<file path="src/sv/decimal_fixed_point_alu_core_defines.svh">
// Assertion macros shared by the decimal fixed-point ALU.
`ifndef DECIMAL_FIXED_POINT_ALU_CORE_DEFINES_SVH
`define DECIMAL_FIXED_POINT_ALU_CORE_DEFINES_SVH

// Same-cycle implication, checked outside reset.
`define DFPA_ASSERT_NOW(label, clk, rst_n, ante, cons) \
  label: assert property (@(posedge clk) disable iff (!rst_n) (ante) |-> (cons)) \
    else $error("decimal ALU check failed");

// Next-cycle implication, checked outside reset.
`define DFPA_ASSERT_NEXT(label, clk, rst_n, ante, cons) \
  label: assert property (@(posedge clk) disable iff (!rst_n) (ante) |=> (cons)) \
    else $error("decimal ALU check failed");

`endif

</file>
<file path="src/sv/dfpa_mul_cell.sv">
// One shift-add step of a multiplier chain, multiplier bits taken MSB first.
module dfpa_mul_cell #(
  parameter int ACC_W  = 256,
  parameter int MC_W   = 129,
  parameter int MP_W   = 128,
  parameter int SIDE_W = 8
) (
  input  logic              clk_i,
  input  logic              rst_ni,
  input  logic              en_i,
  input  logic              valid_i,
  input  logic [ACC_W-1:0]  acc_i,
  input  logic [MC_W-1:0]   mcand_i,
  input  logic [MP_W-1:0]   mplier_i,
  input  logic [SIDE_W-1:0] side_i,
  output logic              valid_o,
  output logic [ACC_W-1:0]  acc_o,
  output logic [MC_W-1:0]   mcand_o,
  output logic [MP_W-1:0]   mplier_o,
  output logic [SIDE_W-1:0] side_o
);

  logic [ACC_W-1:0] acc_d;

  // Double the partial product and add the multiplicand for a set bit.
  assign acc_d = {acc_i[ACC_W-2:0], 1'b0} +
                 (mplier_i[MP_W-1] ? ACC_W'(mcand_i) : '0);

  always_ff @(posedge clk_i or negedge rst_ni) begin
    if (!rst_ni) begin
      valid_o <= 1'b0;
    end else if (en_i) begin
      valid_o <= valid_i;
    end
  end

  always_ff @(posedge clk_i) begin
    if (en_i) begin
      acc_o    <= acc_d;
      mcand_o  <= mcand_i;
      mplier_o <= {mplier_i[MP_W-2:0], 1'b0};
      side_o   <= side_i;
    end
  end

endmodule

</file>
<file path="config.mk">
export PLATFORM = sky130hd
export DESIGN_NAME = dfpa_mul_cell
export DESIGN_NICKNAME = d
export VERILOG_FILES = /design/src/sv/decimal_fixed_point_alu_core_defines.svh /design/src/sv/dfpa_mul_cell.sv
export SDC_FILE = /design/constraint.sdc
export NUM_CORES = 1
export LEC_CHECK = 0
export BUFFER_PORTS_ARGS = -buffer_cell sky130_fd_sc_hd__buf_2
export CORE_AREA = 2 2 406 408
export DETAILED_ROUTE_END_ITERATION = 6
export DIE_AREA = 0 0 408 410
export HOLD_SLACK_MARGIN = 0.02
export SKIP_LAST_GASP = 1
export SLEW_MARGIN = 5
export SYNTH_ARGS = -nofsm -noshare
export SYNTH_HDL_FRONTEND = slang
export SYNTH_SLANG_ARGS = --single-unit
</file>
<file path="constraint.sdc">
create_clock -name clk_i -period 0.8 [get_ports clk_i]
set_input_delay 0.16 -clock clk_i [delete_from_list [all_inputs] [get_ports clk_i]]
set_output_delay 0.16 -clock clk_i [all_outputs]
set_load 0.02 [all_outputs]
</file>
* Yosys cells after proc, flatten, opt, wreduce, memory -nomap -nowiden
Cells that the tools add are included.
Widths: inputs -> output; s select.
** Word-level totals
- Input bits :: 525
- Output and inout port bits :: 522
- Register bits :: 521
- Word-level logic and storage cells :: 7
** Operators by class
- Add/sub/neg operators :: 1
- Mux-type cells :: 1
** Operator list (count)
- $add 256x129->256 :: 1
- $mux 129 :: 1

* Logic depth before layout (Yosys ltp)
- Word-level depth :: 2
- Depth in mapped cells :: 17
- Depth with buffers taken out :: 13

* Worst setup path after synthesis
Ideal clock, no wire load.
- Kind :: input port to flip-flop
- Start point :: in mplier_i[127]
- End point :: reg acc_o[223] (data pin)
- Buffers on the path :: 3
- Required time :: 0.543 ns
- Setup time :: 0.257 ns
- Cell stages on the path :: 15
- Arrival :: 3.266 ns
- Slack :: -2.723 ns
- Path through :: clkbuf_1 clkbuf_1 and2_1 ha_1 buf_2 a21o_1 a21o_1 a221oi_1 nor2_1 or3b_2 a2111o_1 nand2_1 o21ai_1 and2_1 xor2_1
** On the way
- Word-level cells in the longest chain between the ends :: 2
** Ends and longest elaborated chain
- from (decl) :: RTL line dfpa_mul_cell.sv:14 : input logic [MP_W-1:0] mplier_i,
- $mux 129 :: RTL line dfpa_mul_cell.sv:27 : (mplier_i[MP_W-1] ? ACC_W'(mcand_i) : '0);
- $add 256x129->256 :: RTL line dfpa_mul_cell.sv:26 : assign acc_d = {acc_i[ACC_W-2:0], 1'b0} +
- net acc_d[223] :: RTL line dfpa_mul_cell.sv:23 : logic [ACC_W-1:0] acc_d;
- to (signal assigned) :: RTL line dfpa_mul_cell.sv:39 : acc_o <= acc_d;
- to (decl) :: RTL line dfpa_mul_cell.sv:17 : output logic [ACC_W-1:0] acc_o,
The timed path passes the listed nets, and every way through them passes these cells.
A chain may end at the register's enable or synchronous reset.

* Final worst setup path
- Start point :: in mplier_i[127]
- End point :: reg acc_o[151] (data pin)
Same word-level chain as after synthesis.

==> out/results.txt <==
Routed WL - 218000 um
fraction of the cycle the final worst path needs - 394%
final RePlAce weighted congestion - 0.981
number of placed cells counting well taps - 7261
DRC violation count after routing - 0
required time of the critical path - 1.23 ns
routed via count - 35.6k
total global routing track utilization - 25.0%
headroom to the max-slew limit - 55.9%
cell count of the worst hold path - 2
skew final - 0 ns
run status - finished, violations left
DIE WIDTH - 408 um
Longest Clk Path Bufs - 3
Die Y - 410 um
total of warnings raised by yosys - 0
critical setup path kind - in -> reg
pin count of the biggest net entering global routing - 41
average cell area after synthesis - 10.7 sq um
post-synthesis instance total - 2779
Skew-Pair Late Insertion Delay - 0.70 ns
clock root buffer - sky130_fd_sc_hd__clkbuf_16
nature of the critical path startpoint - input pin
number of hold buffers added after cts - 398
Final ANT Viol Nets - 0
clock input transition at the sequential cells of the worst setup and hold paths - 0.06 ns
critical path capture point type - flip-flop
predominant post-synthesis flop cell - sky130_fd_sc_hd__edfxtp_1
via count of the first global-routing pass - 36.8k
Net count, final - 6266
CTS H-tree depth - 3
switching power - 32.9 mW
portion of total power attributed to combinational logic - 32.2%
count of state elements after synthesis - 521
share of power burned in the clock network - 32.9%
number of pins with negative max-slew slack in the final report - 0
Buffers on Ports - 1044
DR pass1 iterations - 6
total count of hold-check failures in the final report - 3
total power draw - 98.3 mW
sequential share of the synthesized area - 52.8%
arrival time reported for the critical path endpoint - 3.58 ns
TritonCTS Buffers - 68
total overflow reported by the global router - 0
async set-or-reset flop fraction in the synthesized netlist - 0.192%
die outline area - 0.167 sq mm
peak clock frequency supported by timing - 318 MHz
via count normalized by instance count - 4.52
total clock sinks - 521
fraction of layout instances using a drive strength above 1 - 54.3%
number of synthesized flops with an enable pin - 520
unrepaired setup endpoints after global routing - yes
share of total power consumed by net switching - 33.5%
slew at the pin closest to its max-slew limit - 0.655 ns
areal power density over the cells - 1650 mW/mm^2
first-pass GRT wire length - 291000 um
post-layout instance count excluding filler cells - 7881
number of antenna violations at the first check in global routing - 95
Layout Area Growth over Synthesis - 101%
WL/cell - 27.6 um
drt first-iter violations - 2672
leakage power - 25.7 nW
shortest period the worst path allows - 3.15 ns
violated checks - negative hold slack, negative setup slack
setup ws final - -2.35 ns
clock tree from TritonCTS - yes
Core Util, Final - 36.4%
initial core utilization - 18.1%
Synthesized Nets - 3433
min-delay worst type - in -> reg
area share of the largest cell type after synthesis - 52.7%
detailed-placement wirelength estimate - 181000 um
Netlist Area Pre-Place - 0.0296 sq mm
area leader, netlist - sky130_fd_sc_hd__edfxtp_1
number of max-cap violations - 0
tightest hold margin - -0.0849 ns
number of cell instances on the worst register-to-register path - 1
Core Rows - 149
power share of the sequential group - 35.0%
largest fanout of any net on the critical path - 6
leading post-synthesis cells by cell area - sky130_fd_sc_hd__edfxtp_1 53%, sky130_fd_sc_hd__ha_1 5.4%, sky130_fd_sc_hd__xor2_1 4.0%
io pins - 1047
post-synth cell types - 86
internal power - 65.4 mW
Worst IR Drop VDD - 1.58 mV
core outline area - 0.163 sq mm
Final Setup Violations - 777
==> critical path, cell delays in order <==
cell	delay (ns)
sky130_fd_sc_hd__buf_16	0.15
sky130_fd_sc_hd__buf_8	0.14
sky130_fd_sc_hd__and2_4	0.14
sky130_fd_sc_hd__ha_4	0.29
sky130_fd_sc_hd__buf_6	0.10
sky130_fd_sc_hd__and4_1	0.21
sky130_fd_sc_hd__o21ai_1	0.09
sky130_fd_sc_hd__o221a_2	0.28
sky130_fd_sc_hd__buf_4	0.15
sky130_fd_sc_hd__a211o_4	0.35
sky130_fd_sc_hd__a21boi_4	0.23
sky130_fd_sc_hd__a311o_2	0.28
sky130_fd_sc_hd__o31ai_4	0.09
sky130_fd_sc_hd__buf_12	0.15
sky130_fd_sc_hd__or4_4	0.53
sky130_fd_sc_hd__o21ai_2	0.11
sky130_fd_sc_hd__xnor2_1	0.10
==> metal layers <==
layer | vias up | GRT usage, % | part of all wire [%]
li1 | 16200 | - | -
met1 | 17500 | 27.3 | 37
met2 | 1434 | 43.8 | 49
met3 | 450 | 5.51 | 6.5
met4 | 22 | 16.3 | 7.3
met5 | - | 0 | 0.071
==> layout by cell type (no fill, tap or decap), types with 29 or more instances in the layout <==
master	count
sky130_fd_sc_hd__and3_1	50
sky130_fd_sc_hd__nor2_1	174
sky130_fd_sc_hd__nor3_2	29
sky130_fd_sc_hd__inv_1	41
sky130_fd_sc_hd__o21ai_1	56
sky130_fd_sc_hd__nor3_1	46
sky130_fd_sc_hd__nand2_1	229
sky130_fd_sc_hd__a21oi_1	178
sky130_fd_sc_hd__edfxtp_1	520
sky130_fd_sc_hd__buf_12	84
sky130_fd_sc_hd__a21o_1	66
sky130_fd_sc_hd__o21ai_0	64
sky130_fd_sc_hd__nand3_1	89
sky130_fd_sc_hd__and2_1	100
sky130_fd_sc_hd__clkbuf_16	71
sky130_fd_sc_hd__buf_6	29
sky130_fd_sc_hd__diode_2	30
sky130_fd_sc_hd__ha_4	104
sky130_fd_sc_hd__xor2_1	131
sky130_fd_sc_hd__buf_2	1002
sky130_fd_sc_hd__xnor2_1	109
sky130_fd_sc_hd__a21oi_2	57
sky130_fd_sc_hd__nand4_1	113
sky130_fd_sc_hd__and2_4	43
sky130_fd_sc_hd__buf_4	1310
sky130_fd_sc_hd__dlygate4sd3_1	397
==> cell usage after synthesis (42+ instances only) <==
| library cell | instances |
|---|---|
| sky130_fd_sc_hd__a21o_1 | 66 |
| sky130_fd_sc_hd__a21oi_1 | 239 |
| sky130_fd_sc_hd__and2_1 | 143 |
| sky130_fd_sc_hd__and3_1 | 51 |
| sky130_fd_sc_hd__clkbuf_1 | 43 |
| sky130_fd_sc_hd__edfxtp_1 | 520 |
| sky130_fd_sc_hd__ha_1 | 128 |
| sky130_fd_sc_hd__inv_1 | 42 |
| sky130_fd_sc_hd__nand2_1 | 264 |
| sky130_fd_sc_hd__nand3_1 | 100 |
| sky130_fd_sc_hd__nand4_1 | 113 |
| sky130_fd_sc_hd__nor2_1 | 216 |
| sky130_fd_sc_hd__nor3_1 | 81 |
| sky130_fd_sc_hd__nor4_1 | 53 |
| sky130_fd_sc_hd__o21ai_0 | 142 |
| sky130_fd_sc_hd__xnor2_1 | 113 |
| sky130_fd_sc_hd__xor2_1 | 137 |
==> worst paths after layout <==
path,start,to,slack (ns)
max reg2reg,valid_o,valid_o,0.04
min,acc_i[1],acc_o[2],-0.08
min in group asynchronous,rst_ni,valid_o,0.28
max in group asynchronous,rst_ni,valid_o,0.41
max,mplier_i[127],acc_o[151],-2.35
min reg2reg,valid_o,valid_o,0.51
==> per-stage QoR <==
step / cell area, sq um / setup slack [ns] / TNS (ns)
final: 59500 / -2.35 / -812.05
after detailed placement: 50300 / -3.55 / -916.03
after global placement: 50300 / -3.54 / -907.66
after floorplan: 32000 / -2.40 / -496.21
after global routing: 59500 / -2.40 / -855.44
after CTS: 58500 / -2.29 / -830.83
==> state kept, by name, indices dropped and copies added (netlist names) <==
name and cells:
acc_o 256, side_o 8, valid_o 1, mcand_o 129
mplier_o 127
==> power by group through the flow <==
stage | Combinational, mW | Sequential [mW] | Clock (mW)
6_report | 31.6 | 34.4 | 32.3
5_1_grt | 33.3 | 34.6 | 33.8
4_1_cts | 31.0 | 34.4 | 32.9
3_5_place_dp | 27.8 | 34.9 | 0
3_3_place_gp | 27.8 | 34.9 | 0
2_1_floorplan | 7.64 | 38.1 | 0
==> repair_timing <==
item / in CTS / in global routing
setup endpoints to repair: 774 / 775
pin swaps: 76 / 68
gates cloned: 12 / 3
resized for setup: 261 / 143
buffers inserted: 50 / 23
endpoints found under the hold margin: 477 / 6
==> final cells by class <==
| type | instances | area, sq um |
|---|---|---|
| clock buffer | 77 | 1740 |
| timing repair buffer | 2842 | 21300 |
| sequential | 521 | 15600 |
| multi-input combinational | 2137 | 17300 |
| clock inverter | 43 | 552 |
| antenna | 30 | 75.1 |
| fill | 16600 | 104000 |
| tap | 2189 | 2740 |
| inverter | 42 | 158 |
==> logic make-up (layout without fill, tap and decap cells) <==
group           count (synthesis)  in the layout  share of synthesized area [%]
fa+ha+maj                     129            129                           5.47
mux                             4              4                          0.143
buf+inv                       121           3004                           1.71
simple gates                 1126           1126                           19.4
xor+xnor                      250            250                           7.39
other cells                     1             31                         0.0126
compound gates                627            627                           13.1
flops                         521            521                           52.8
No activity file was read; power rests on OpenSTA's default activity.
