===== src/sv/decimal_fixed_point_alu_core_defines.svh =====
// Assertion macros shared by the decimal fixed-point ALU.
`ifndef DECIMAL_FIXED_POINT_ALU_CORE_DEFINES_SVH
`define DECIMAL_FIXED_POINT_ALU_CORE_DEFINES_SVH

// Same-cycle implication, checked outside reset.
`define DFPA_ASSERT_NOW(label, clk, rst_n, ante, cons) \
  label: assert property (@(posedge clk) disable iff (!rst_n) (ante) |-> (cons)) \
    else $error("decimal ALU check failed");

// Next-cycle implication, checked outside reset.
`define DFPA_ASSERT_NEXT(label, clk, rst_n, ante, cons) \
  label: assert property (@(posedge clk) disable iff (!rst_n) (ante) |=> (cons)) \
    else $error("decimal ALU check failed");

`endif


===== src/sv/dfpa_div_cell.sv =====
// One restoring long-division step: shift in a dividend bit, trial subtract.
module dfpa_div_cell #(
  parameter int NQ_W   = 256,
  parameter int D_W    = 128,
  parameter int SIDE_W = 8
) (
  input  logic              clk_i,
  input  logic              rst_ni,
  input  logic              en_i,
  input  logic              valid_i,
  input  logic [NQ_W-1:0]   nq_i,
  input  logic [D_W-1:0]    rem_i,
  input  logic [D_W-1:0]    div_i,
  input  logic [SIDE_W-1:0] side_i,
  output logic              valid_o,
  output logic [NQ_W-1:0]   nq_o,
  output logic [D_W-1:0]    rem_o,
  output logic [D_W-1:0]    div_o,
  output logic [SIDE_W-1:0] side_o
);

  logic [D_W-1:0] trial;
  logic           ge;

  // Remainder stays below the divisor, which is at most 2^(D_W-1).
  assign trial = {rem_i[D_W-2:0], nq_i[NQ_W-1]};
  assign ge    = (trial >= div_i);

  always_ff @(posedge clk_i or negedge rst_ni) begin
    if (!rst_ni) begin
      valid_o <= 1'b0;
    end else if (en_i) begin
      valid_o <= valid_i;
    end
  end

  always_ff @(posedge clk_i) begin
    if (en_i) begin
      rem_o  <= ge ? (trial - div_i) : trial;
      nq_o   <= {nq_i[NQ_W-2:0], ge};
      div_o  <= div_i;
      side_o <= side_i;
    end
  end

endmodule


===== config.mk =====
export PLATFORM = sky130hd
export DESIGN_NAME = dfpa_div_cell
export DESIGN_NICKNAME = d
export VERILOG_FILES = /design/src/sv/decimal_fixed_point_alu_core_defines.svh /design/src/sv/dfpa_div_cell.sv
export SDC_FILE = /design/constraint.sdc
export NUM_CORES = 1
export LEC_CHECK = 0
export BUFFER_PORTS_ARGS = -buffer_cell sky130_fd_sc_hd__buf_2
export CELL_PAD_IN_SITES_DETAIL_PLACEMENT = 1
export CELL_PAD_IN_SITES_GLOBAL_PLACEMENT = 1
export CORE_AREA = 2 2 412 414
export DETAILED_ROUTE_END_ITERATION = 16
export DIE_AREA = 0 0 414 416
export GPL_TIMING_DRIVEN = 0
export PLACE_DENSITY = 0.41
export RECOVER_POWER = 50
export SYNTH_ARGS = -nofsm -noshare
export SYNTH_HDL_FRONTEND = slang
export SYNTH_SLANG_ARGS = --single-unit

===== constraint.sdc =====
create_clock -name clk_i -period 2.1 [get_ports clk_i]
set_clock_uncertainty 0.15 [all_clocks]
set_input_delay 0.105 -clock clk_i [delete_from_list [all_inputs] [get_ports clk_i]]
set_output_delay 0.105 -clock clk_i [all_outputs]
set_load 0.01 [all_outputs]

# [Yosys cells after proc, flatten, opt, wreduce, memory -nomap -nowiden]
# Cells that the tools add are included.
[word_totals] ff_bits=521 elab_cells=8 mem_bits_rw=0 memories=0 in_bits=524 latch_bits=0 rom_bits=0
[classes] n_mux=1 n_reduce_logical=0 n_div=0 order_cmp=1 shift=0 n_eq_ne=0 bitwise_logic=0 n_mul=0 n_addsub=1
[op_table] op="greater-or-equal comparator 128 bit" n=1
[op_table] op="two-way mux 128 bit" n=1
[op_table] op="subtractor 128 bit" n=1

# [Longest topological paths before layout]
[depth] ltp_word=2 ltp_mapped=18 mapped_depth_nobuf=16

# [Worst setup path after synthesis]
# Ideal clock, no wire load.
[synth_path] path_kind="input-to-reg" start="in div_i[29]" end="reg rem_o[127] (data pin)" path_buffers=3 slack_ns=-1.467 setup_ns=0.167 path_stages=17 arrival_ns=3.250 path_cell_list="inv_1 -> ha_1 -> buf_6 -> a21o_1 -> a21o_1 -> a21oi_2 -> o21ai_1 -> a221o_1 -> a221o_1 -> a221oi_4 -> a31oi_1 -> nor2_2 -> buf_6 -> inv_2 -> buf_6 -> a221o_1 -> a211oi_1"
[synth_via] elab_chain_cells=2 elab_cells_between_ends=3 cone_classes="add/sub: 1; order compare: 1; mux: 1"
[synth_lines] item="start, declared" line_no="dfpa_div_cell.sv:13" source="input logic [D_W-1:0] div_i,"
[synth_lines] item="subtractor 128 bit / greater-or-equal comparator 128 bit (equally long branches)" line_no="dfpa_div_cell.sv:39, dfpa_div_cell.sv:27"
[synth_lines] item="two-way mux 128 bit (*)" line_no="dfpa_div_cell.sv:39" source="rem_o <= ge ? (trial - div_i) : trial;"
[synth_lines] item="end signal, assigned" line_no="dfpa_div_cell.sv:39"
[synth_lines] item="end, declared" line_no="dfpa_div_cell.sv:17" source="output logic [D_W-1:0] rem_o,"
# Every way passes the cells marked *; elsewhere a longest branch is shown, timed or not.
# A chain may end at the register's enable or synchronous reset.

# [Final worst setup path]
[layout_path] start="in nq_i[255]" end="reg rem_o[118] (data pin)"
[layout_via] elab_chain_cells=2 elab_cells_between_ends=3 cone_classes="add/sub: 1; order compare: 1; mux: 1"
[layout_lines] item="start, declared" line_no="dfpa_div_cell.sv:11" source="input logic [NQ_W-1:0] nq_i,"
[layout_lines] item="subtractor 128 bit / greater-or-equal comparator 128 bit (equally long branches)" line_no="dfpa_div_cell.sv:39, dfpa_div_cell.sv:27"
[layout_lines] item="two-way mux 128 bit (*)" line_no="dfpa_div_cell.sv:39"
# Marks and branches as above.

==> metrics.md <==
| Metric | Value |
|---|---|
| Result of the run | finished with violations |
| Violated checks | negative hold slack, negative setup slack |
| Transition time at the pin with the least slew margin | 1.44 ns |
| Fraction of power spent switching nets | 31.4% |
| Die Width | 414 µm |
| Timing startpoint of the critical path | nq_i[255] |
| Count of nets left with antenna violations after detail routing | 0 |
| NumNets Final | 4936 |
| Clock latency at the later pin of the worst-skew pair | 0.68 ns |
| Syn nets | 2915 |
| Final Hold Vio Count | 59 |
| Unique cell type count in the Yosys netlist | 66 |
| Average size of a mapped cell | 11.5 µm² |
| Detailed-route wire length per cell | 24.7 µm |
| Internal power consumption | 24.1 mW |
| Clock group share of total power | 35.2% |
| Overall routed net length | 162 mm |
| Worst Hold Class | primary input to flip-flop |
| Area of the mapped netlist | 0.0260 mm² |
| Clock root buffer | sky130_fd_sc_hd__clkbuf_16 |
| Power per unit of standard cell area | 726 mW/mm² |
| Total negative slack for setup checks | -222.89 ns |
| Routed length on met1 | 60.8 mm |
| Top layer used by detailed routing | met5 |
| Share of post-route cells with drive strength above 1 | 35.6% |
| WL met3 | 9.83 mm |
| Worst hold-check slack | -0.547 ns |
| Min Clock Period, post-route | 3.39 ns |
| Number of synthesized flops with an enable pin | 520 |
| Final Max Tran Viols | 0 |
| Post-layout power | 35.1 mW |
| Sequential share of power | 36.7% |
| Final Cycle Share | 161% |
| Number of buffers and inverters on the critical path | 6 |
| Number of instances in the synthesized netlist | 2262 |
| Type of element capturing the critical path | flip-flop |
| Count of final setup violators | 390 |
| Row count | 151 |
| Async set-reset flop share out of synthesis | 0.192% |
| Critical path start-end classification | primary input to flip-flop |
| Pin count of the biggest net entering global routing | 101 |
| Die boundary height | 416 µm |
| Reg2reg end | valid_o$_DFFE_PN0P_ |
| Placeable core region | 0.168 mm² |
| Critical-path maximum fanout | 5 |
| Length in cells of the worst reg-to-reg path | 2 |
| Switching component of the power | 11.0 mW |
| Part of the Yosys area used for sequential elements | 60.2% |
| Drc violations | 0 |
| Worst slew margin | 3.86% |
| Initial antenna violation count | 58 |
| Via-per-instance ratio | 4.08 |
| Max-Cap Viols | 0 |
| Placer congestion estimate | 0.810 |
| Number of top-level pins | 1045 |
| Clock tree from TritonCTS | built |
| Worst path depth | 20 |
| Count of TritonRoute iterations in the first routing pass | 5 |
| Warnings from Yosys | 0 |
| Dominant synthesized flop cell | sky130_fd_sc_hd__edfxtp_1 |
| Final Worst Setup Slack | -1.29 ns |
| Total clock buffers created by CTS | 71 |
| Top Family by Delay on Critical Path | compound AO/OA/AOI/OAI gates |
| CP dominant cell by count | sky130_fd_sc_hd__buf_12 |
| CTS max path bufs | 3 |
| WP data arrival | 3.76 ns |
| IR Drop Worst-Case VDD | 561 µV |
| Met2 wire len | 84.4 mm |
| Startpoint of the worst register-to-register path | valid_o$_DFFE_PN0P_ |
| Clock Pin Slew Worst Setup and Hold Paths | 0.06 ns |
| Number of register bits inferred by synthesis | 521 |
| Iter 0 DRT Violations | 1280 |
| Number of sinks on the clock net | 521 |
| Detailed-placement wirelength estimate | 125 mm |
| H-tree levels | 3 |
| Slowest stage cell on the critical path | sky130_fd_sc_hd__a221o_2 |
| P&R area growth vs syn | 86.2% |
| Highest clock rate | 295 MHz |
| Number of global-route vias before repair | 28200 |
| Overall track demand over capacity in global routing | 18.3% |
| Vias | 26800 |
| Startpoint Class | primary input |
| Total overflow reported by the global router | 0 |
| Combinational Power Share | 28.2% |
| Die area | 0.172 mm² |
| Setup repair after global routing missed its margin | true |
| Initial standard-cell utilization of the core | 15.4% |
| R2R Setup Slk | 0.61 ns |
| Count of input and output buffers | 1043 |
| CP max stage delay | 0.47 ns |
| Data required, critical path | 2.47 ns |
| First-pass GRT wire length | 223 mm |
| Static Leak | 20.0 nW |
| Crit-path cells | buf_8, inv_4, ha_4, fa_2, nand2b_4, a211oi_4, o211ai_1, nand3_1, a31o_4, a221o_2, a221oi_4, a31oi_4, buf_12, nor2_4, buf_12, buf_12, buf_12, nor3_2, mux2_4, nor3_4 |
| Capture point of the critical path | rem_o[118]$_DFFE_PP_ |
## synth_stat cells, types with 3 or more instances
master | instances | area share, %
sky130_fd_sc_hd__nand2_1 | 247 | 3.6
sky130_fd_sc_hd__nor3_1 | 26 | 0.50
sky130_fd_sc_hd__clkbuf_1 | 81 | 1.2
sky130_fd_sc_hd__a31oi_1 | 15 | 0.36
sky130_fd_sc_hd__o21bai_1 | 47 | 1.4
sky130_fd_sc_hd__a21oi_1 | 196 | 3.8
sky130_fd_sc_hd__a221o_1 | 6 | 0.23
sky130_fd_sc_hd__xor2_1 | 43 | 1.5
sky130_fd_sc_hd__o22ai_1 | 3 | 0.072
sky130_fd_sc_hd__buf_2 | 9 | 0.17
sky130_fd_sc_hd__a221oi_1 | 5 | 0.17
sky130_fd_sc_hd__or4_1 | 5 | 0.14
sky130_fd_sc_hd__o221ai_1 | 6 | 0.20
sky130_fd_sc_hd__ha_1 | 128 | 6.2
sky130_fd_sc_hd__o21ai_0 | 210 | 4.0
sky130_fd_sc_hd__nand3_1 | 25 | 0.48
sky130_fd_sc_hd__edfxtp_1 | 520 | 60
sky130_fd_sc_hd__nand2b_1 | 11 | 0.27
sky130_fd_sc_hd__nand4_1 | 68 | 1.6
sky130_fd_sc_hd__o211ai_1 | 11 | 0.32
sky130_fd_sc_hd__o31a_1 | 3 | 0.10
sky130_fd_sc_hd__nor2_1 | 118 | 1.7
sky130_fd_sc_hd__o41ai_1 | 4 | 0.13
sky130_fd_sc_hd__and3_1 | 11 | 0.27
sky130_fd_sc_hd__mux2_2 | 10 | 0.43
sky130_fd_sc_hd__a21boi_0 | 11 | 0.32
sky130_fd_sc_hd__a21o_1 | 65 | 1.9
sky130_fd_sc_hd__xnor2_1 | 76 | 2.6
sky130_fd_sc_hd__nor4_1 | 11 | 0.27
sky130_fd_sc_hd__or3_1 | 11 | 0.27
sky130_fd_sc_hd__o21a_1 | 13 | 0.38
sky130_fd_sc_hd__buf_6 | 3 | 0.13
sky130_fd_sc_hd__a31o_2 | 4 | 0.13
sky130_fd_sc_hd__o31ai_1 | 16 | 0.46
sky130_fd_sc_hd__a211oi_1 | 9 | 0.26
sky130_fd_sc_hd__or2_2 | 5 | 0.12
sky130_fd_sc_hd__nor2b_1 | 8 | 0.19
sky130_fd_sc_hd__and2_1 | 10 | 0.24
sky130_fd_sc_hd__inv_1 | 175 | 2.5
sky130_fd_sc_hd__a211o_1 | 4 | 0.13
## flip-flops by register name, indices dropped and copies added, names as in the netlist
signal	count
rem_o	128
side_o	8
valid_o	1
nq_o	256
div_o	128
## cell usage in the layout, fill, tap and decap left out, drive strengths merged, types with 23 or more instances in the layout
cell         Yosys  layout
clkbuf          81     207
a21o            65      65
clkinv           0      23
nor2           119     119
inv            176     181
ha             128     128
o21ai          212     212
nand4           68      68
nor3            26      26
buf             14    1089
a21oi          197     197
xnor2           76      76
edfxtp         520     520
dlygate4sd3      0     833
nand3           25      25
o21bai          47      47
xor2            43      43
nand2          247     247
## final cells by class
type | count | area [µm²]
antenna | 12 | 30.0
buffer | 49 | 633
clock buffer | 86 | 1850
clock inverter | 37 | 413
fill | 19100 | 120000
inverter | 176 | 688
multi-input combinational | 1470 | 11200
sequential | 521 | 15600
tap | 2218 | 2780
timing repair buffer | 1994 | 15100
## what timing repair did
action | CTS | global route
buffers inserted | 81 | 18
hold endpoints to repair | 610 | 206
pin swaps | 117 | 73
setup endpoints to repair | 129 | 153
gates cloned | 14 | 5
resized for setup | 501 | 150
hold buffers | 741 | 92
## logic make-up (layout without fill, tap and decap cells)
| group | Yosys count | count (layout) | share of synthesized area, % |
|---|---|---|---|
| other | 0 | 12 | 0 |
| DFF | 521 | 521 | 60.2 |
| adders and majority gates | 129 | 129 | 6.25 |
| buffers and inverters | 271 | 2342 | 4.05 |
| AOI/OAI and AO/OA | 646 | 646 | 15.0 |
| and+or+nand+nor | 565 | 565 | 9.95 |
| xor gates and xnor gates | 119 | 119 | 4.01 |
| muxes | 11 | 11 | 0.472 |
## through the flow
step	utilization, %	setup slack [ns]	hold slack, ns	instance area, µm²	std cells
floorplan	-	-1.31	-0.341	26100	2262
global placement	20.3	-9.19	-0.270	34100	5523
detailed placement	20.4	-4.43	-0.268	34300	5529
CTS	27.9	-1.23	-0.648	46900	6452
global route	28.7	-1.37	-0.619	48300	6558
finish	28.8	-1.29	-0.547	48400	6563
## worst min path at each step
stage               slack, ns                    to        from  cells after the start
floorplan               -0.34   valid_o$_DFFE_PN0P_      rst_ni                      0
global placement        -0.27   valid_o$_DFFE_PN0P_      rst_ni                      1
detailed placement      -0.27   valid_o$_DFFE_PN0P_      rst_ni                      1
CTS                     -0.65  div_o[101]$_DFFE_PP_  div_i[101]                      1
global route            -0.62   div_o[98]$_DFFE_PP_   div_i[98]                      1
finish                  -0.55   div_o[98]$_DFFE_PP_   div_i[98]                      1
## routing by layer
metal	track usage, %	vias up
li1	-	12400
met1	19.8	13200
met2	33.3	818
met3	5.23	263
met4	6.92	46
met5	0	-
## power by group through the flow
stage	Clock, mW	Combinational (mW)	Sequential (mW)
after floorplan	0	2.66	13.6
after global placement	0	7.06	13.3
after detailed placement	0	7.09	13.1
after CTS	12.9	9.61	12.9
after global routing	13.2	10.6	13.0
final	12.3	9.88	12.9
No activity file was read; power rests on OpenSTA's default activity.
